[src/rtl/core/dgd_pkg.sv]
// Shared types and constants of the directed graph walk engine.
// Used by the controller, the datapath and the top level. No dependencies.
package dgd_pkg;

  // Fixed field widths of the stream items
  localparam int unsigned OpW   = 3;
  localparam int unsigned VtxW  = 4;
  localparam int unsigned StatW = 3;

  // A walk gives at most this many result items
  localparam int unsigned ResultCap = 16;
  localparam int unsigned NumW      = $clog2(ResultCap + 1);

  typedef enum logic [OpW-1:0] {
    OP_ADD_VERTEX = 3'd0,
    OP_ADD_EDGE   = 3'd1,
    OP_DEL_EDGE   = 3'd2,
    OP_FIND_EDGE  = 3'd3,
    OP_WALK       = 3'd4
  } op_e;

  typedef enum logic [StatW-1:0] {
    ST_OK         = 3'd0,
    ST_RANGE      = 3'd1,
    ST_LIST_FULL  = 3'd2,
    ST_TABLE_FULL = 3'd3,
    ST_OVERFLOW   = 3'd4
  } status_e;

  // Kind of result placed into the pending slot
  typedef enum logic [1:0] {
    RES_PLAIN,   // status only
    RES_FOUND,   // edge found
    RES_VISIT    // newly visited vertex
  } res_e;

  // Neighbour count writes
  typedef enum logic [1:0] {
    CNT_NONE,
    CNT_NEW,     // count of the vertex being added := 0
    CNT_INC,
    CNT_DEC
  } cnt_op_e;

  // Controller to datapath commands
  typedef struct packed {
    logic    load;        // take in the input item
    logic    cnt_rd;      // read neighbour count of current vertex
    cnt_op_e cnt_op;
    logic    cnt_latch;   // keep count read data
    logic    idx_clr;
    logic    idx_inc;
    logic    tgt_rd;      // read neighbour at idx (or idx+1)
    logic    tgt_rd_next;
    logic    tgt_wr_add;  // append target at end of list
    logic    tgt_wr_shift;// move read neighbour down to idx
    logic    walk_init;   // clear marks, push start vertex
    logic    push;        // push read neighbour
    logic    pop;
    logic    cur_load;    // current vertex := popped entry
    logic    visit;       // mark current vertex visited
    logic    post;        // new pending result, older one goes out
    logic    post_keep;   // overwrite pending result in place
    res_e    res_kind;
    status_e res_status;
    logic    flush;       // send pending result as the last one
  } dgd_cmd_t;

  // Datapath to controller status
  typedef struct packed {
    op_e  op;
    logic src_ok;
    logic tgt_ok;
    logic table_full;
    logic list_full;
    logic idx_end;
    logic shift_end;
    logic match;
    logic cur_visited;
    logic nb_visited;
    logic sp_zero;
    logic sp_full;
    logic n_cap;
    logic out_free;
    logic pend_valid;
  } dgd_stat_t;

endpackage

[src/rtl/core/dgd_ram.sv]
// Generic single write port, single read port RAM with registered read.
// No dependencies.
module dgd_ram #(
  parameter int unsigned WIDTH = 4,
  parameter int unsigned DEPTH = 16
) (
  input  logic                     clk_i,
  input  logic                     we_i,
  input  logic [$clog2(DEPTH)-1:0] waddr_i,
  input  logic [WIDTH-1:0]         wdata_i,
  input  logic                     re_i,
  input  logic [$clog2(DEPTH)-1:0] raddr_i,
  output logic [WIDTH-1:0]         rdata_o
);

  logic [WIDTH-1:0] mem_q [DEPTH];
  logic [WIDTH-1:0] rdata_q;

  always_ff @(posedge clk_i) begin
    if (we_i) begin
      mem_q[waddr_i] <= wdata_i;
    end
    if (re_i) begin
      rdata_q <= mem_q[raddr_i];
    end
  end

  assign rdata_o = rdata_q;

endmodule

[src/rtl/core/dgd_ctrl.sv]
// Sequencer of the graph walk engine: steps each item through its operation.
// Depends on dgd_pkg; drives dgd_dp through command and status structs.
module dgd_ctrl (
  input  logic              clk_i,
  input  logic              rst_ni,
  input  logic              in_valid_i,
  output logic              in_ready_o,
  input  dgd_pkg::dgd_stat_t stat_i,
  output dgd_pkg::dgd_cmd_t  cmd_o
);
  import dgd_pkg::*;

  typedef enum logic [3:0] {
    S_IDLE,
    S_DISPATCH,
    S_CNT_WAIT,
    S_ADD_CHK,
    S_SCAN,
    S_SCAN_CMP,
    S_SHIFT,
    S_SHIFT_WR,
    S_POP,
    S_POP_WAIT,
    S_VISIT,
    S_WCNT,
    S_NB,
    S_NB_CHK,
    S_FLUSH
  } state_e;

  state_e state_q, state_d;

  always_ff @(posedge clk_i or negedge rst_ni) begin
    if (!rst_ni) begin
      state_q <= S_IDLE;
    end else begin
      state_q <= state_d;
    end
  end

  assign in_ready_o = (state_q == S_IDLE);

  // Next state and commands
  always_comb begin
    state_d = state_q;
    cmd_o   = '0;
    cmd_o.res_kind   = RES_PLAIN;
    cmd_o.res_status = ST_OK;
    cmd_o.cnt_op     = CNT_NONE;
    case (state_q)
      S_IDLE: begin
        if (in_valid_i) begin
          cmd_o.load = 1'b1;
          state_d    = S_DISPATCH;
        end
      end
      S_DISPATCH: begin
        case (stat_i.op)
          OP_ADD_VERTEX: begin
            cmd_o.post = 1'b1;
            if (stat_i.table_full) begin
              cmd_o.res_status = ST_TABLE_FULL;
            end else begin
              cmd_o.cnt_op = CNT_NEW;
            end
            state_d = S_FLUSH;
          end
          OP_ADD_EDGE, OP_DEL_EDGE, OP_FIND_EDGE: begin
            if (!(stat_i.src_ok && stat_i.tgt_ok)) begin
              cmd_o.post       = 1'b1;
              cmd_o.res_status = ST_RANGE;
              state_d          = S_FLUSH;
            end else begin
              cmd_o.cnt_rd = 1'b1;
              state_d      = S_CNT_WAIT;
            end
          end
          OP_WALK: begin
            if (!stat_i.src_ok) begin
              cmd_o.post       = 1'b1;
              cmd_o.res_status = ST_RANGE;
              state_d          = S_FLUSH;
            end else begin
              cmd_o.walk_init = 1'b1;
              state_d         = S_POP;
            end
          end
          default: begin
            cmd_o.post = 1'b1;
            state_d    = S_FLUSH;
          end
        endcase
      end
      S_CNT_WAIT: begin
        cmd_o.cnt_latch = 1'b1;
        cmd_o.idx_clr   = 1'b1;
        state_d = (stat_i.op == OP_ADD_EDGE) ? S_ADD_CHK : S_SCAN;
      end
      S_ADD_CHK: begin
        cmd_o.post = 1'b1;
        if (stat_i.list_full) begin
          cmd_o.res_status = ST_LIST_FULL;
        end else begin
          cmd_o.tgt_wr_add = 1'b1;
          cmd_o.cnt_op     = CNT_INC;
        end
        state_d = S_FLUSH;
      end
      // Linear search for the first match
      S_SCAN: begin
        if (stat_i.idx_end) begin
          cmd_o.post = 1'b1;
          state_d    = S_FLUSH;
        end else begin
          cmd_o.tgt_rd = 1'b1;
          state_d      = S_SCAN_CMP;
        end
      end
      S_SCAN_CMP: begin
        if (stat_i.match) begin
          cmd_o.post     = 1'b1;
          cmd_o.res_kind = RES_FOUND;
          state_d = (stat_i.op == OP_DEL_EDGE) ? S_SHIFT : S_FLUSH;
        end else begin
          cmd_o.idx_inc = 1'b1;
          state_d       = S_SCAN;
        end
      end
      // Close the gap left by a deleted target
      S_SHIFT: begin
        if (stat_i.shift_end) begin
          cmd_o.cnt_op = CNT_DEC;
          state_d      = S_FLUSH;
        end else begin
          cmd_o.tgt_rd      = 1'b1;
          cmd_o.tgt_rd_next = 1'b1;
          state_d           = S_SHIFT_WR;
        end
      end
      S_SHIFT_WR: begin
        cmd_o.tgt_wr_shift = 1'b1;
        cmd_o.idx_inc      = 1'b1;
        state_d            = S_SHIFT;
      end
      // Walk: pop, visit, push unvisited neighbours
      S_POP: begin
        if (stat_i.sp_zero) begin
          state_d = S_FLUSH;
        end else begin
          cmd_o.pop = 1'b1;
          state_d   = S_POP_WAIT;
        end
      end
      S_POP_WAIT: begin
        cmd_o.cur_load = 1'b1;
        state_d        = S_VISIT;
      end
      S_VISIT: begin
        if (stat_i.cur_visited) begin
          cmd_o.cnt_rd = 1'b1;
          state_d      = S_WCNT;
        end else if (stat_i.n_cap) begin
          state_d = S_FLUSH;
        end else if (!stat_i.pend_valid || stat_i.out_free) begin
          cmd_o.visit    = 1'b1;
          cmd_o.post     = 1'b1;
          cmd_o.res_kind = RES_VISIT;
          cmd_o.cnt_rd   = 1'b1;
          state_d        = S_WCNT;
        end
      end
      S_WCNT: begin
        cmd_o.cnt_latch = 1'b1;
        cmd_o.idx_clr   = 1'b1;
        state_d         = S_NB;
      end
      S_NB: begin
        if (stat_i.idx_end) begin
          state_d = S_POP;
        end else begin
          cmd_o.tgt_rd = 1'b1;
          state_d      = S_NB_CHK;
        end
      end
      S_NB_CHK: begin
        if (stat_i.nb_visited) begin
          cmd_o.idx_inc = 1'b1;
          state_d       = S_NB;
        end else if (!stat_i.sp_full) begin
          cmd_o.push    = 1'b1;
          cmd_o.idx_inc = 1'b1;
          state_d       = S_NB;
        end else if (stat_i.n_cap) begin
          // overflow result takes the place of the last visit
          cmd_o.post_keep  = 1'b1;
          cmd_o.res_status = ST_OVERFLOW;
          state_d          = S_FLUSH;
        end else if (!stat_i.pend_valid || stat_i.out_free) begin
          cmd_o.post       = 1'b1;
          cmd_o.res_status = ST_OVERFLOW;
          state_d          = S_FLUSH;
        end
      end
      S_FLUSH: begin
        if (stat_i.out_free) begin
          cmd_o.flush = 1'b1;
          state_d     = S_IDLE;
        end
      end
      default: begin
        state_d = S_IDLE;
      end
    endcase
  end

endmodule

[src/rtl/core/dgd_dp.sv]
// Datapath of the graph walk engine: graph store, walk stack, visited marks,
// pending result and output register. Depends on dgd_pkg and dgd_ram.
module dgd_dp #(
  parameter int unsigned MAX_VERTICES = 16,
  parameter int unsigned MAX_DEGREE   = 8,
  parameter int unsigned STACK_DEPTH  = 64
) (
  input  logic                         clk_i,
  input  logic                         rst_ni,
  input  logic [dgd_pkg::OpW-1:0]      in_op_i,
  input  logic [dgd_pkg::VtxW-1:0]     in_src_i,
  input  logic [dgd_pkg::VtxW-1:0]     in_tgt_i,
  input  dgd_pkg::dgd_cmd_t            cmd_i,
  output dgd_pkg::dgd_stat_t           stat_o,
  input  logic                         out_ready_i,
  output logic                         out_valid_o,
  output logic [dgd_pkg::VtxW-1:0]     out_vtx_o,
  output logic                         out_found_o,
  output logic [dgd_pkg::StatW-1:0]    out_status_o,
  output logic                         out_last_o
);
  import dgd_pkg::*;

  localparam int unsigned VW   = $clog2(MAX_VERTICES);
  localparam int unsigned CW   = $clog2(MAX_VERTICES + 1);
  localparam int unsigned XW   = (CW > VtxW) ? CW : VtxW;
  localparam int unsigned IW   = $clog2(MAX_DEGREE + 1);
  localparam int unsigned TD   = MAX_VERTICES * MAX_DEGREE;
  localparam int unsigned TAW  = $clog2(TD);
  localparam int unsigned SAW  = $clog2(STACK_DEPTH);
  localparam int unsigned SW   = $clog2(STACK_DEPTH + 1);

  // Item and walk registers
  op_e              op_q;
  logic [VtxW-1:0]  src_q, tgt_q, cur_q;
  logic [CW-1:0]    vc_q;
  logic [SW-1:0]    sp_q;
  logic [NumW-1:0]  n_q;
  logic [IW-1:0]    idx_q, cnt_q;
  logic [MAX_VERTICES-1:0] vis_q;

  // Pending result and output register
  logic             pend_valid_q;
  logic [VtxW-1:0]  pend_vtx_q;
  logic             pend_found_q;
  logic [StatW-1:0] pend_status_q;
  logic             out_valid_q;
  logic [VtxW-1:0]  out_vtx_q;
  logic             out_found_q;
  logic [StatW-1:0] out_status_q;
  logic             out_last_q;

  logic             out_free;
  logic [VtxW-1:0]  tg_rdata, st_rdata;
  logic [IW-1:0]    cn_rdata;

  // Memory port signals
  logic             cn_we;
  logic [VW-1:0]    cn_waddr;
  logic [IW-1:0]    cn_wdata;
  logic [TAW-1:0]   list_base, tg_raddr, tg_waddr;
  logic [VtxW-1:0]  tg_wdata;
  logic             st_we;
  logic [SAW-1:0]   st_waddr, st_raddr;
  logic [VtxW-1:0]  st_wdata;
  logic [SW-1:0]    sp_dec;

  assign out_free = !out_valid_q || out_ready_i;
  assign sp_dec   = sp_q - SW'(1);

  // Neighbour count store
  always_comb begin
    cn_we    = (cmd_i.cnt_op != CNT_NONE);
    cn_waddr = VW'(cur_q);
    cn_wdata = '0;
    case (cmd_i.cnt_op)
      CNT_NEW: cn_waddr = VW'(vc_q);
      CNT_INC: cn_wdata = cnt_q + IW'(1);
      CNT_DEC: cn_wdata = cnt_q - IW'(1);
      default: cn_wdata = '0;
    endcase
  end

  dgd_ram #(.WIDTH(IW), .DEPTH(MAX_VERTICES)) u_counts (
    .clk_i   (clk_i),
    .we_i    (cn_we),
    .waddr_i (cn_waddr),
    .wdata_i (cn_wdata),
    .re_i    (cmd_i.cnt_rd),
    .raddr_i (VW'(cur_q)),
    .rdata_o (cn_rdata)
  );

  // Neighbour target store, one row of MAX_DEGREE per vertex
  assign list_base = TAW'(VW'(cur_q)) * TAW'(MAX_DEGREE);
  assign tg_raddr  = list_base + TAW'(cmd_i.tgt_rd_next ? idx_q + IW'(1) : idx_q);
  assign tg_waddr  = list_base + TAW'(cmd_i.tgt_wr_add ? cnt_q : idx_q);
  assign tg_wdata  = cmd_i.tgt_wr_add ? tgt_q : tg_rdata;

  dgd_ram #(.WIDTH(VtxW), .DEPTH(TD)) u_targets (
    .clk_i   (clk_i),
    .we_i    (cmd_i.tgt_wr_add | cmd_i.tgt_wr_shift),
    .waddr_i (tg_waddr),
    .wdata_i (tg_wdata),
    .re_i    (cmd_i.tgt_rd),
    .raddr_i (tg_raddr),
    .rdata_o (tg_rdata)
  );

  // Walk stack
  assign st_we    = cmd_i.walk_init | cmd_i.push;
  assign st_waddr = cmd_i.walk_init ? '0 : sp_q[SAW-1:0];
  assign st_wdata = cmd_i.walk_init ? src_q : tg_rdata;
  assign st_raddr = sp_dec[SAW-1:0];

  dgd_ram #(.WIDTH(VtxW), .DEPTH(STACK_DEPTH)) u_stack (
    .clk_i   (clk_i),
    .we_i    (st_we),
    .waddr_i (st_waddr),
    .wdata_i (st_wdata),
    .re_i    (cmd_i.pop),
    .raddr_i (st_raddr),
    .rdata_o (st_rdata)
  );

  // Status to the controller
  always_comb begin
    stat_o.op          = op_q;
    stat_o.src_ok      = XW'(src_q) < XW'(vc_q);
    stat_o.tgt_ok      = XW'(tgt_q) < XW'(vc_q);
    stat_o.table_full  = (vc_q == CW'(MAX_VERTICES));
    stat_o.list_full   = (cnt_q == IW'(MAX_DEGREE));
    stat_o.idx_end     = (idx_q >= cnt_q);
    stat_o.shift_end   = ((idx_q + IW'(1)) >= cnt_q);
    stat_o.match       = (tg_rdata == tgt_q);
    stat_o.cur_visited = vis_q[VW'(cur_q)];
    stat_o.nb_visited  = vis_q[VW'(tg_rdata)];
    stat_o.sp_zero     = (sp_q == '0);
    stat_o.sp_full     = (sp_q == SW'(STACK_DEPTH));
    stat_o.n_cap       = (n_q >= NumW'(ResultCap));
    stat_o.out_free    = out_free;
    stat_o.pend_valid  = pend_valid_q;
  end

  // Item registers
  always_ff @(posedge clk_i) begin
    if (cmd_i.load) begin
      op_q  <= op_e'(in_op_i);
      src_q <= in_src_i;
      tgt_q <= in_tgt_i;
    end
    if (cmd_i.load) begin
      cur_q <= in_src_i;
    end else if (cmd_i.cur_load) begin
      cur_q <= st_rdata;
    end
    if (cmd_i.cnt_latch) begin
      cnt_q <= cn_rdata;
    end
    if (cmd_i.idx_clr) begin
      idx_q <= '0;
    end else if (cmd_i.idx_inc) begin
      idx_q <= idx_q + IW'(1);
    end
  end

  // Control registers: vertex count, stack pointer, marks, result count
  always_ff @(posedge clk_i or negedge rst_ni) begin
    if (!rst_ni) begin
      vc_q  <= '0;
      sp_q  <= '0;
      vis_q <= '0;
      n_q   <= '0;
    end else begin
      if (cmd_i.cnt_op == CNT_NEW) begin
        vc_q <= vc_q + CW'(1);
      end
      if (cmd_i.walk_init) begin
        sp_q <= SW'(1);
      end else if (cmd_i.push) begin
        sp_q <= sp_q + SW'(1);
      end else if (cmd_i.pop) begin
        sp_q <= sp_dec;
      end
      if (cmd_i.walk_init) begin
        vis_q <= '0;
      end else if (cmd_i.visit) begin
        vis_q[VW'(cur_q)] <= 1'b1;
      end
      if (cmd_i.load) begin
        n_q <= '0;
      end else if (cmd_i.post) begin
        n_q <= n_q + NumW'(1);
      end
    end
  end

  // Pending result slot
  always_ff @(posedge clk_i or negedge rst_ni) begin
    if (!rst_ni) begin
      pend_valid_q <= 1'b0;
    end else if (cmd_i.post | cmd_i.post_keep) begin
      pend_valid_q <= 1'b1;
    end else if (cmd_i.flush | cmd_i.load) begin
      pend_valid_q <= 1'b0;
    end
  end

  always_ff @(posedge clk_i) begin
    if (cmd_i.post | cmd_i.post_keep) begin
      pend_vtx_q    <= (cmd_i.res_kind == RES_VISIT) ? cur_q : '0;
      pend_found_q  <= (cmd_i.res_kind == RES_FOUND);
      pend_status_q <= cmd_i.res_status;
    end
  end

  // Output register: an earlier result leaves on post, the last on flush
  logic out_load;
  assign out_load = cmd_i.flush | (cmd_i.post & pend_valid_q);

  always_ff @(posedge clk_i or negedge rst_ni) begin
    if (!rst_ni) begin
      out_valid_q <= 1'b0;
    end else if (out_load) begin
      out_valid_q <= 1'b1;
    end else if (out_ready_i) begin
      out_valid_q <= 1'b0;
    end
  end

  always_ff @(posedge clk_i) begin
    if (out_load) begin
      out_vtx_q    <= pend_vtx_q;
      out_found_q  <= pend_found_q;
      out_status_q <= pend_status_q;
      out_last_q   <= cmd_i.flush;
    end
  end

  assign out_valid_o  = out_valid_q;
  assign out_vtx_o    = out_vtx_q;
  assign out_found_o  = out_found_q;
  assign out_status_o = out_status_q;
  assign out_last_o   = out_last_q;

endmodule

[src/rtl/core/directed_graph_dfs_engine.sv]
// Directed graph store with depth-first walk. One item at a time.
// Find/delete edge scan and shift the list through the single target memory port; a
// walk pops, visits and pushes neighbours, and can be held by output stalls.
// A new item is taken while the last result of the previous one still waits.
// Reset (async, active low) empties the graph, the stack and the visited marks.
module directed_graph_dfs_engine #(
  parameter int unsigned MAX_VERTICES = 16,
  parameter int unsigned MAX_DEGREE   = 8,
  parameter int unsigned STACK_DEPTH  = 64
) (
  input  logic       clk_i,
  input  logic       rst_ni,
  input  logic       s_axis_tvalid,
  output logic       s_axis_tready,
  input  logic [7:0] s_axis_tdata,  // [3:0] source_vertex, [7:4] target_vertex
  input  logic [2:0] s_axis_tuser,  // [2:0] operation
  output logic       m_axis_tvalid,
  input  logic       m_axis_tready,
  output logic [7:0] m_axis_tdata,  // [3:0] visited_vertex, [4] edge_found, [7:5] status
  output logic       m_axis_tlast
);
  import dgd_pkg::*;

  dgd_cmd_t         cmd;
  dgd_stat_t        stat;
  logic [VtxW-1:0]  out_vtx;
  logic             out_found;
  logic [StatW-1:0] out_status;

  dgd_ctrl u_ctrl (
    .clk_i      (clk_i),
    .rst_ni     (rst_ni),
    .in_valid_i (s_axis_tvalid),
    .in_ready_o (s_axis_tready),
    .stat_i     (stat),
    .cmd_o      (cmd)
  );

  dgd_dp #(
    .MAX_VERTICES (MAX_VERTICES),
    .MAX_DEGREE   (MAX_DEGREE),
    .STACK_DEPTH  (STACK_DEPTH)
  ) u_dp (
    .clk_i        (clk_i),
    .rst_ni       (rst_ni),
    .in_op_i      (s_axis_tuser),
    .in_src_i     (s_axis_tdata[3:0]),
    .in_tgt_i     (s_axis_tdata[7:4]),
    .cmd_i        (cmd),
    .stat_o       (stat),
    .out_ready_i  (m_axis_tready),
    .out_valid_o  (m_axis_tvalid),
    .out_vtx_o    (out_vtx),
    .out_found_o  (out_found),
    .out_status_o (out_status),
    .out_last_o   (m_axis_tlast)
  );

  assign m_axis_tdata = {out_status, out_found, out_vtx};

endmodule

[config.mk]
export PLATFORM = sky130hd
export DESIGN_NAME = directed_graph_dfs_engine
export DESIGN_NICKNAME = d
export VERILOG_FILES = /design/src/rtl/core/dgd_pkg.sv /design/src/rtl/core/dgd_ram.sv /design/src/rtl/core/dgd_ctrl.sv /design/src/rtl/core/dgd_dp.sv /design/src/rtl/core/directed_graph_dfs_engine.sv
export SDC_FILE = /design/constraint.sdc
export NUM_CORES = 1
export LEC_CHECK = 0
export BUFFER_PORTS_ARGS = -buffer_cell sky130_fd_sc_hd__buf_2
export CORE_MARGIN = 5
export CORE_UTILIZATION = 55
export DETAILED_ROUTE_END_ITERATION = 10
export GPL_TIMING_DRIVEN = 1
export PLACE_DENSITY = 0.7
export SLEW_MARGIN = 20
export SYNTH_ARGS = -nofsm -noshare
export SYNTH_HDL_FRONTEND = slang
export SYNTH_SLANG_ARGS = --single-unit
[constraint.sdc]
create_clock -name clk_i -period 7.1 [get_ports clk_i]
set_input_delay 0.71 -clock clk_i [delete_from_list [all_inputs] [get_ports clk_i]]
set_output_delay 0.71 -clock clk_i [all_outputs]
set_load 0.01 [all_outputs]
After elaboration in Yosys (flattened, before gate mapping)
Memories as Yosys holds them, arrays and structs flattened. A register that Yosys moved wholly into a read port is not among the register bits.
Index checks and enable logic that the tools add are counted.
{"block": "word_totals", "ff_bits": 79, "mem_bits_rw": 832, "out_inout_bits": 11, "mem_count": 3}
{"block": "op_classes", "addsub": 10, "order_cmp": 8, "n_eq_ne": 31, "muxes": 116, "n_bitwise": 7, "reduce_logical": 20}
{"memory": "u_dp.u_targets.mem_q", "words": 128, "word_bits": 4, "read_ports": 1, "rd_ports_with_merged_regs": 1, "wr": 1, "line_no": "dgd_ram.sv:16", "rtl": "logic [WIDTH-1:0] mem_q [DEPTH];"}
{"memory": "u_dp.u_stack.mem_q", "words": 64, "word_bits": 4, "read_ports": 1, "rd_ports_with_merged_regs": 1, "wr": 1, "line_no": "dgd_ram.sv:16"}
{"memory": "u_dp.u_counts.mem_q", "words": 16, "word_bits": 4, "read_ports": 1, "rd_ports_with_merged_regs": 1, "wr": 1, "line_no": "dgd_ram.sv:16"}
{"op": "$mux 4", "n": 20}
{"op": "$pmux 4 s15", "n": 1}
{"op": "$mux 1", "n": 50}
{"op": "$eq 4x4->1 const B", "n": 8}
{"op": "$mux 16", "n": 2}
{"op": "$mux 2", "n": 14}
{"op": "$mux 7", "n": 4}
{"op": "$mux 3", "n": 8}
{"op": "$pmux 3 s3", "n": 2}
{"op": "$eq 4x3->1 const B", "n": 4}
{"op": "$or 16x16->16", "n": 1}
{"op": "$pmux 4 s2", "n": 2}
{"op": "$add 7x7->7", "n": 2}
{"op": "$reduce_bool 2->1", "n": 6}
{"op": "$add 5x1->5 const B", "n": 2}
{"op": "$lt 4x5->1", "n": 2}
{"op": "$lt 4x5->1 const B", "n": 2}
{"op": "$mux 5", "n": 2}
{"op": "$add 4x1->4 const B", "n": 2}
{"op": "$bmux 1 s4", "n": 2}
{"op": "$eq 4x2->1 const B", "n": 2}
{"op": "$ge 4x4->1", "n": 2}
{"op": "$add 7x1->7 const B", "n": 1}
{"op": "$eq 7x7->1 const B", "n": 1}
{"op": "other kinds (36)", "n": 50}

Depth between registers and ports, before layout
Gate-level depths: netlist of the first run.
{"block": "logic_depth", "word_depth": 11, "depth_mapped": 26, "mapped_depth_nobuf": 18}

By module
Synthesis of the first run repeated with hierarchy kept, for this count alone.
{"block": "hier_totals", "hier_cells": 2051, "area_unflattened_um2": 38450.6}
{"module": "dgd_ram at u_dp.u_targets", "instances": 1, "cells_each": 908, "area_per_inst_um2": 20233.2}
{"module": "dgd_ram at u_dp.u_stack", "instances": 1, "cells_each": 521, "area_per_inst_um2": 10438.8}
{"module": "dgd_dp", "instances": 1, "cells_each": 368, "area_per_inst_um2": 4205.3}
{"module": "dgd_ram at u_dp.u_counts", "instances": 1, "cells_each": 130, "area_per_inst_um2": 2706.3}
{"module": "dgd_ctrl", "instances": 1, "cells_each": 123, "area_per_inst_um2": 859.6}
{"module": "directed_graph_dfs_engine", "instances": 1, "cells_each": 1, "area_per_inst_um2": 7.5}

Worst setup path before layout of the first run
Ideal clock, no wire load.
{"block": "synth_timing", "path_kind": "register -> register", "start": "register u_dp.idx_q[0]", "end": "register u_dp.u_targets.rdata_q[0] (netlist: u_dp.u_targets.rdata_o[0]), read port of u_dp.u_targets.mem_q (data pin)", "setup_ps": 280, "t_arrival_ps": 5781, "t_required_ps": 6820, "path_slack_ps": 1039, "stages_incl_launch_ff": 25, "cell_sequence": "dfxtp_1 > buf_2 > buf_2 > buf_1 > clkbuf_1 > clkbuf_1 > nand3_1 > xnor2_1 > ha_1 > or3_4 > o22ai_2 > nand2_1 > clkbuf_1 > clkbuf_1 > nor2_1 > xor2_1 > ha_1 > fa_1 > clkbuf_1 > inv_1 > or3_1 > a221o_1 > a2111oi_0 > a22o_1 > a2111oi_2"}
{"block": "synth_via", "elab_chain_cells": 6, "elab_cells_between_ends": 10, "cone_classes": "3 x add/sub; 2 x order compare; 5 x mux"}
{"item": "start, declared", "line_no": "dgd_dp.sv:39", "rtl": "logic [IW-1:0] idx_q, cnt_q;"}
{"item": "start signal, assigned", "line_no": "dgd_dp.sv:163", "rtl": "idx_q <= idx_q + IW'(1);"}
{"item": "$add 4x1->4", "line_no": "dgd_dp.sv:134", "rtl": "stat_o.shift_end = ((idx_q + IW'(1)) >= cnt_q);"}
{"item": "$ge 4x4->1", "line_no": "dgd_dp.sv:134"}
{"item": "$mux 2", "line_no": "dgd_ctrl.sv:131", "rtl": "if (stat_i.shift_end) begin"}
{"item": "$mux 1", "line_no": "dgd_ctrl.sv:50", "rtl": "case (state_q)"}
{"item": "$mux 7", "line_no": "dgd_dp.sv:96", "rtl": "assign tg_raddr = list_base + TAW'(cmd_i.tgt_rd_next ? idx_q + IW'(1) : idx_q);"}
{"item": "$add 7x7->7", "line_no": "dgd_dp.sv:96"}
{"item": "end, declared", "line_no": "dgd_ram.sv:17", "rtl": "logic [WIDTH-1:0] rdata_q;"}
Parallel ways exist; a longest one is shown, timed or not.
A chain may end at the register's enable or synchronous reset.

Worst setup path in the final report of the first run
{"block": "layout_timing", "start": "register u_dp.idx_q[0]", "end": "register u_dp.u_targets.rdata_q[3] (netlist: u_dp.u_targets.rdata_o[3]), read port of u_dp.u_targets.mem_q (data pin)"}
The elaborated chain is that of the path after synthesis.

==> metrics.md, run 1 <==
| Metric | Value |
|---|---|
| Count of state elements after synthesis | `923` |
| Total area of sequential cells | `between 20000 and 30000 um2` |
| HPWL Detailed | `between 60000 and 70000 um` |
| Post-layout worst setup margin | `0.850 ns` |
| Wire length of the first global-routing pass | `147000 um` |
| Critical register-to-register path startpoint | `u_dp.idx_q[0]` |
| Result of the run | `finished, final reports clean` |
| Final TNS setup | `0 ns` |
| Total Nets Final | `around 2.7k` |
| Post-layout minimum cycle time | `6.25 ns` |
| Number of antenna violations at the first check in global routing | `0` |
| Root buf cell | `clkbuf_16` |
| Max capacitance violation total | `0` |
| Transition time at the pin with the least slew margin | `between 1 and 1.5 ns` |
| Post-CTS sizing | `0` |
| Count of synthesis-stage warnings from yosys | `0` |
| Ordered list of cells on the worst path | `ha_4 -> ha_1 -> a21boi_1 -> o22ai_2 -> nand2_1 -> nor2_1 -> xor2_1 -> ha_1 -> fa_1 -> buf_4 -> inv_1 -> or3_1 -> a221o_1 -> a2111oi_0 -> a22o_1 -> a2111oi_2` |
| Count of H-tree levels built during CTS | `3` |
| Total power draw | `~19 mW` |
| Number of pins exceeding their max-slew limit in the final report | `0` |
| Wire per inst | `26.2 um` |
| Worst VDD drop | `between 0.2 and 0.3 mV` |
| Largest clock skew in the final design | `between 0.03 and 0.04 ns` |
| Post-Synthesis Cell Area | `approximately 40000 um2` |
| Number of global-route vias before repair | `approximately 24k` |
| Post-route DRC violation count | `0` |
| Number of flops mapped to enable cells by yosys | `just under 900` |
| Critical path buffers and inverters | `2` |
| Final hold violation count | `0` |
| Category of the most critical setup path | `reg2reg` |
| Mapped Nets | `~2.7k` |
| Class of the tightest hold or removal check | `in2async` |
| Finish-stage setup viols | `0` |
| Worst slack on hold paths | `between 0.2 and 0.25 ns` |
| Die height | `approximately 280 um` |
| Max Clock Freq | `~160 MHz` |
| CP max stage cell | `dfxtp_4` |
| Max_slew headroom | `slightly below 20%` |
| X dimension of the die | `~280 um` |
| # IOs | `26` |
| Fraction of registers with async set or reset after synthesis | `under 10%` |
| Clk pin slew, worst setup/hold paths | `0.06 ns` |
| Total wire length after detailed routing | `95800 um` |
| Fraction of the cycle the final worst path needs | `roughly nine tenths` |
| Yosys cell types | `87` |
| Number of cell instances on the worst register-to-register path | `16` |
| CTS Hold Buffers Added | `0` |
| ANT cells | `0` |
| Critical path endpoint category | `register` |
| Setup repair after global routing missed its margin | `false` |
| DR vias/cell | `~6.5` |
| Drt first-iter violations | `about 2.7k` |
| Clock latency on the worst-skew pair | `roughly 0.66 ns` |
| Instance count after placement with tap cells included | `approximately 3.5k` |
| Synth area leader | `edfxtp_1` |
| Pin count of the biggest net entering global routing | `89` |
| Worst path max stage delay | `0.78 ns` |
| Core Footprint | `approximately 72000 um2` |
| All-layer global routing usage | `24.3%` |
| Data required time at the worst endpoint | `roughly 7.5 ns` |
| Synth top cells by count | `edfxtp_1 (880), nor2_1 (314), nand2_1 (172)` |
| Most instantiated library cell after synthesis | `edfxtp_1` |
| Pre-CTS worst setup slack | `about 0.94 ns` |
| Effective utilization at floorplan | `between 50% and 60%` |
| Row Count | `about 100` |
| Cell count after synthesis | `~2.6k` |
| Final std cells w/o fill | `3663` |
| Filler Cells Inserted | `5344` |
| Fraction of layout instances using a drive strength above 1 | `between 10% and 20%` |
| Reg-to-reg endpoint | `u_dp.u_targets.rdata_o[3]` |
| Critical Path Fanout Max | `60` |
| Delay-heaviest family, CP | `adder cells` |
| Average cell area after synthesis | `~15 um2` |
| IO Port Bufs | `25` |
| Total vias in the final route | `roughly 24k` |
| Area used by multi-input combinational logic | `approximately 12000 um2` |
| Bufs on Longest Clock Path | `3` |
| LEAKAGE | `14.1 nW` |
| Fraction of post-synthesis cell area in the top cell type by area | `between 60 and 70%` |
| Sequential share of the synthesized area | `68.7%` |
| Cell seen most often among critical-path stages | `ha_1` |
| Internal reg-to-reg setup slack | `approximately 0.85 ns` |
| Pre-Repair DR Iteration Count | `5` |
| Full die area | `roughly 78000 um2` |
| Number of clock sinks | `between 900 and 1k` |
| Final ANT Viol Nets | `0` |
| Most common flop cell mapped by yosys | `edfxtp_1` |
| Cts bufs inserted | `93` |
| Syn-to-layout area delta | `9.93%` |
| TritonCTS clock tree | `built` |
| Power density over the cells | `~420 nW/um2` |
| Sum of overflow across all layers after global routing | `0` |
| Signal arrival time at the worst endpoint | `6.63 ns` |
| Leading post-synthesis cells by cell area | `edfxtp_1 (66%), mux4_2 (6.8%), nor2_1 (2.9%), mux2_2 (2.9%), dfrtp_1 (2.4%)` |
| Count of buffers added by post-CTS timing repair for setup | `0` |
| RePlAce Congestion | `roughly 0.88` |
| Worst setup SP type | `register` |
## cell families (layout without fill, tap and decap cells)
logic type,after synthesis,count (layout),share of synthesized area (%)
flops,923,923,68.7
compound gates,521,521,9.13
mux,282,282,11.2
simple gates,664,664,7.35
fa+ha+maj,29,29,0.945
xor+xnor,30,30,0.676
buf+inv,190,264,2.01
## how the worst max path moves through the flow
stage | start | endpoint | cells past startpoint
after global routing | u_dp.idx_q[0] | u_dp.u_targets.rdata_o[3] | 16
final | u_dp.idx_q[0] | u_dp.u_targets.rdata_o[3] | 16
after CTS | u_dp.idx_q[0] | u_dp.u_targets.rdata_o[3] | 16
after detailed placement | u_dp.idx_q[0] | u_dp.u_targets.rdata_o[3] | 16
after global placement | u_dp.idx_q[0] | u_dp.u_targets.rdata_o[1] | 16
after floorplan | u_dp.idx_q[0] | u_dp.u_targets.rdata_o[0] | 24
## metrics by stage
step / utilization [%] / area (um2)
5_1_grt: 61.2 / 44000
4_1_cts: 61.1 / 43900
2_1_floorplan: - / 40000
3_5_place_dp: 57.1 / 41000
6_report: 61.2 / 44000
3_3_place_gp: 57.0 / 41000
## final cells by class
type	count	share of cell area [%]
clock buffers	113	5.47
clock inverters	59	1.19
inverters	27	0.231
multi-input cells	1526	26.8
flip-flops and latches	923	62.5
well taps	950	2.70
repair buffers	65	1.02
## where the power goes
group / switching, mW / internal, mW / total [mW]
clock: 2.09 / 2.62 / 4.70
sequential: 0.355 / 7.01 / 7.37
combinational: 4.23 / 2.37 / 6.61
## metal layers
| layer | part of all wire [%] | wire, um | global-route usage (%) | up-vias |
|---|---|---|---|---|
| met3 | 9.0 | 8600 | 4.86 | 168 |
| met5 | 0 | 0 | 0 | - |
| met1 | 40 | 38400 | 34.2 | 12147 |
| met4 | 2.7 | 2590 | 6.98 | 0 |
| met2 | 48 | 46200 | 39.3 | 1239 |
| li1 | - | - | - | 10424 |
## placed cells by master, fill, tap and decap left out, drive strengths merged, types with 11 or more instances in the layout
cell type	synthesis	routed
edfxtp	880	880
nor2	315	315
nand2	179	179
a21oi	127	127
mux4	120	120
clkbuf	100	113
mux2	104	104
o22ai	72	72
o21ai	71	71
buf	63	65
o221ai	60	60
mux2i	58	58
a2111oi	57	57
clkinv	0	46
nor2b	41	41
dfrtp	39	39
nand3	33	33
inv	27	30
a22oi	28	28
ha	27	27
xnor2	22	22
nor3	21	21
a211oi	12	12
o211ai	12	12
a221o	12	12
and2	11	11
nand2b	11	11
nand4	11	11
and3	11	11
## worst register-to-register path, cell delays in order (launching register included)
cell and delay [ns]:
dfxtp_4 0.78, ha_4 0.75, ha_1 0.37, a21boi_1 0.16, o22ai_2 0.47, nand2_1 0.13
nor2_1 0.14, xor2_1 0.09, ha_1 0.23, fa_1 0.50, buf_4 0.33, inv_1 0.33
or3_1 0.52, a221o_1 0.29, a2111oi_0 0.57, a22o_1 0.26, a2111oi_2 0.06
## registers in the layout, indices dropped and copies added (netlist names), 5 cells and up
signal / count
u_dp.vc_q: 5
u_dp.u_counts.mem_q: 64
u_dp.u_targets.mem_q: 512
u_dp.u_stack.mem_q: 256
u_dp.sp_q: 7
u_dp.n_q: 5
u_dp.vis_q: 16
(Power assumes the default switching activity.)
==> run 2: changes to the inputs <==
--- a/config.mk
+++ b/config.mk
@@ -6,11 +6,11 @@
 export NUM_CORES = 1
 export LEC_CHECK = 0
 export BUFFER_PORTS_ARGS = -buffer_cell sky130_fd_sc_hd__buf_2
-export CORE_MARGIN = 5
 export CORE_UTILIZATION = 55
 export DETAILED_ROUTE_END_ITERATION = 10
 export GPL_TIMING_DRIVEN = 1
 export PLACE_DENSITY = 0.7
+export SKIP_CTS_REPAIR_TIMING = 1
 export SLEW_MARGIN = 20
 export SYNTH_ARGS = -nofsm -noshare
 export SYNTH_HDL_FRONTEND = slang
==> constraint.sdc (replaced) <==
create_clock -name clk_i -period 5.9 [get_ports clk_i]
set_input_delay 0.59 -clock clk_i [delete_from_list [all_inputs] [get_ports clk_i]]
set_output_delay 0.59 -clock clk_i [all_outputs]
set_load 0.01 [all_outputs]
==> run 2 against run 1 <==
Against the previous run:
- final cell count hardly changed
- count of clock-buffer cells in the layout is 1 higher
- worst hold slack lost 0.12 ns
- fmax rose by 12%
- die area down 5.6%
- clock skew down 0.012 ns
- final area increased by 0.30%
- non-clock buffer count grew 7
- via count about the same
- register-to-register slack got worse by 0.52 ns
- largest cell class unchanged
==> metrics.md, run 2 (synthesis results as in run 1) <==
| Metric | Value |
|---|---|
| Final ANT Viol Nets | `0 (unchanged)` |
| Cts bufs inserted | `93 (unchanged)` |
| Max capacitance violation total | `0 (unchanged)` |
| Biggest registers after layout | `u_dp.u_targets.mem_q (512), u_dp.u_stack.mem_q (256), u_dp.u_counts.mem_q (64)` |
| Total vias in the final route | `24.0k (-0.033%)` |
| Core Footprint | `71700 um2 (-0.17%)` |
| Power density over the cells | `514 nW/um2 (+21%)` |
| Cell internal pwr | `14.6 mW (+22%)` |
| All-layer global routing usage | `26.1% (+1.8 points)` |
| Full die area | `73800 um2 (-5.6%)` |
| Flip-flop count of the largest register, all copies and words added | `512 (unchanged)` |
| RePlAce Congestion | `0.951 (+7.7%)` |
| Wire length of the first global-routing pass | `146000 um (-0.89%)` |
| Post-layout instance area | `44100 um2 (+0.30%)` |
| Final hold violation count | `0 (unchanged)` |
| # IOs | `26 (unchanged)` |
| LEAKAGE | `14.1 nW (+0.24%)` |
| Largest clock skew in the final design | `0.0276 ns (-0.0122 ns)` |
| Max Clock Freq | `179 MHz (+12%)` |
| Area used by multi-input combinational logic | `11900 um2 (+0.47%)` |
| Amount of wire on met2 after detailed routing | `47000 um (+1.6%)` |
| Worst path max stage delay | `0.53 ns (-0.25 ns)` |
| IO Port Bufs | `25 (unchanged)` |
| X dimension of the die | `272 um (-2.9%)` |
| Post-layout worst setup margin | `0.327 ns (-0.523 ns)` |
| Final TNS setup | `0 ns (unchanged)` |
| Switching portion of total power | `35.6% (-0.12 points)` |
| Signal arrival time at the worst endpoint | `5.94 ns (-0.69 ns)` |
| Fraction of layout instances using a drive strength above 1 | `17.4% (+0.24 points)` |
| Effective utilization at floorplan | `55.7% (+0.095 points)` |
| CP max stage cell | `or3_1` |
| Pin count of the biggest net entering global routing | `129 (+45%)` |
| Met3 layer wire length in the routed design | `7550 um (-12%)` |
| Sum of overflow across all layers after global routing | `0 (unchanged)` |
| Data required time at the worst endpoint | `6.27 ns (-1.21 ns)` |
| Transition time at the pin with the least slew margin | `1.09 ns (-0.115 ns)` |
| Total Nets Final | `2687 (+0.26%)` |
| Critical Path Fanout Max | `28 (-53%)` |
| Final std cells w/o fill | `3666 (+0.082%)` |
| Class of the tightest hold or removal check | `in2async` |
| Syn-to-layout area delta | `10.3%` |
| Critical path buffers and inverters | `3 (+1)` |
| Critical path endpoint category | `register` |
| Clock Power Share | `25.0% (-0.2 points)` |
| Number of pins exceeding their max-slew limit in the final report | `0 (unchanged)` |
| Filler Cells Inserted | `5106 (-4.5%)` |
| Leading cell types in the layout, fill and taps excluded | `edfxtp_1 (880), nor2_1 (313), nand2_1 (172)` |
| Delay-heaviest family, CP | `simple AND/OR/NAND/NOR gates` |
| Highest metal used | `met4` |
| Wire per inst | `26.2 um (+0.16%)` |
| Total wire length after detailed routing | `96100 um (+0.24%)` |
| Number of antenna violations at the first check in global routing | `0 (unchanged)` |
| Wire length the detailed router placed on met1 | `38800 um (+0.95%)` |
| HPWL Detailed | `60700 um (-0.41%)` |
| Clk pin slew, worst setup/hold paths | `0.06 ns (about the same)` |
| Bufs on Longest Clock Path | `3 (unchanged)` |
| Total net switching power | `8.07 mW (+21%)` |
| Instance count after placement with tap cells included | `3496 (+0.17%)` |
| Fraction of the cycle the final worst path needs | `94.5% (+6.4 points)` |
| Pre-CTS worst setup slack | `0.327 ns (-0.614 ns)` |
| DR vias/cell | `6.54 (-0.12%)` |
| Ordered list of cells on the worst path | `buf_4 -> nand3_1 -> xnor2_1 -> ha_1 -> or3_4 -> o22ai_4 -> nand2_1 -> nor2_1 -> xor2_1 -> ha_1 -> fa_1 -> buf_4 -> inv_1 -> or3_1 -> a221o_1 -> a2111oi_0 -> a22o_1 -> a2111oi_2` |
| Flop pwr share | `38.7% (-0.7 points)` |
| Portion of total power attributed to combinational logic | `36.2% (+0.8 points)` |
| Die height | `272 um (-2.9%)` |
| Count of H-tree levels built during CTS | `3 (unchanged)` |
| Total area of sequential cells | `27500 um2 (unchanged)` |
| Max_slew headroom | `27.3% (+7.7 points)` |
| Result of the run | `finished, final reports clean` |
| Number of global-route vias before repair | `23.6k (-1.8%)` |
| Register ranked first by flip-flop count | `u_dp.u_targets.mem_q` |
| Post-route DRC violation count | `0 (unchanged)` |
| Most common library cell in the layout ignoring fill and taps | `edfxtp_1` |
| Start point of the critical path | `u_dp.idx_q[2]` |
| TritonCTS clock tree | `built` |
| Setup repair after global routing missed its margin | `false` |
| Critical register-to-register path startpoint | `u_dp.idx_q[2]` |
| Number of clock sinks | `923 (unchanged)` |
| Finish-stage setup viols | `0 (unchanged)` |
| Worst setup SP type | `register` |
| Category of the most critical setup path | `reg2reg` |
| Root buf cell | `clkbuf_16` |
| Post-layout minimum cycle time | `5.57 ns (-0.677 ns)` |
| ANT cells | `0 (unchanged)` |
| Drt first-iter violations | `3076 (+13%)` |
| Worst slack on hold paths | `0.0828 ns (-0.119 ns)` |
| Area of placed instances | `41100 um2 (+0.17%)` |
| Pre-Repair DR Iteration Count | `6 (+1)` |
| Row Count | `98 (unchanged)` |
| Clock latency on the worst-skew pair | `0.66 ns (about the same)` |
| Worst VDD drop | `0.387 mV (+50%)` |
==> run 2: worst reg2reg max path, stage by stage, from the launching register on <==
cell       delay, ns
dfxtp_1         0.30
buf_4           0.18
nand3_1         0.21
xnor2_1         0.18
ha_1            0.25
or3_4           0.43
o22ai_4         0.31
nand2_1         0.13
nor2_1          0.15
xor2_1          0.10
ha_1            0.23
fa_1            0.52
buf_4           0.34
inv_1           0.36
or3_1           0.54
a221o_1         0.29
a2111oi_0       0.50
a22o_1          0.22
a2111oi_2       0.05
==> run 2: metal layers <==
layer | up-vias | global-route usage, %
met2 | 1184 | 42.2
li1 | 10446 | -
met5 | - | 0
met4 | 0 | 8.10
met1 | 12150 | 36.9
met3 | 190 | 3.74
==> run 2: path summary, 6_finish.rpt <==
kind,endpoint,slack [ns],cells after the start
max,u_dp.u_targets.rdata_o[3],0.33,18
min,u_dp.sp_q[3],0.08,1
max reg2reg,u_dp.u_targets.rdata_o[3],0.33,18
min reg2reg,u_dp.out_status_o[2],0.43,0
max in group asynchronous,u_dp.sp_q[0],5.09,1
min in group clk_i,u_dp.tgt_q[3],0.12,1
==> run 2: power by group through the flow <==
stage	logic (mW)	registers [mW]	clock network [mW]
after floorplan	5.55	8.70	0
after global placement	7.87	8.89	0
after detailed placement	8.04	8.91	0
after CTS	8.08	8.77	5.72
after global routing	8.68	8.81	5.97
final	8.20	8.78	5.67
==> run 2: area by class of cell <==
type,instances,share of cell area [%]
clock inverter,54,1.15
tap,950,2.70
inverter,27,0.230
sequential,923,62.4
multi-input combinational,1526,26.9
timing repair buffer,72,1.19
clock buffer,114,5.50
==> run 2: through the flow <==
stage	util, %	power (mW)
CTS	61.3	22.6
floorplan	-	14.3
global placement	57.2	16.8
global route	61.5	23.5
detailed placement	57.2	17.0
finish	61.5	22.7
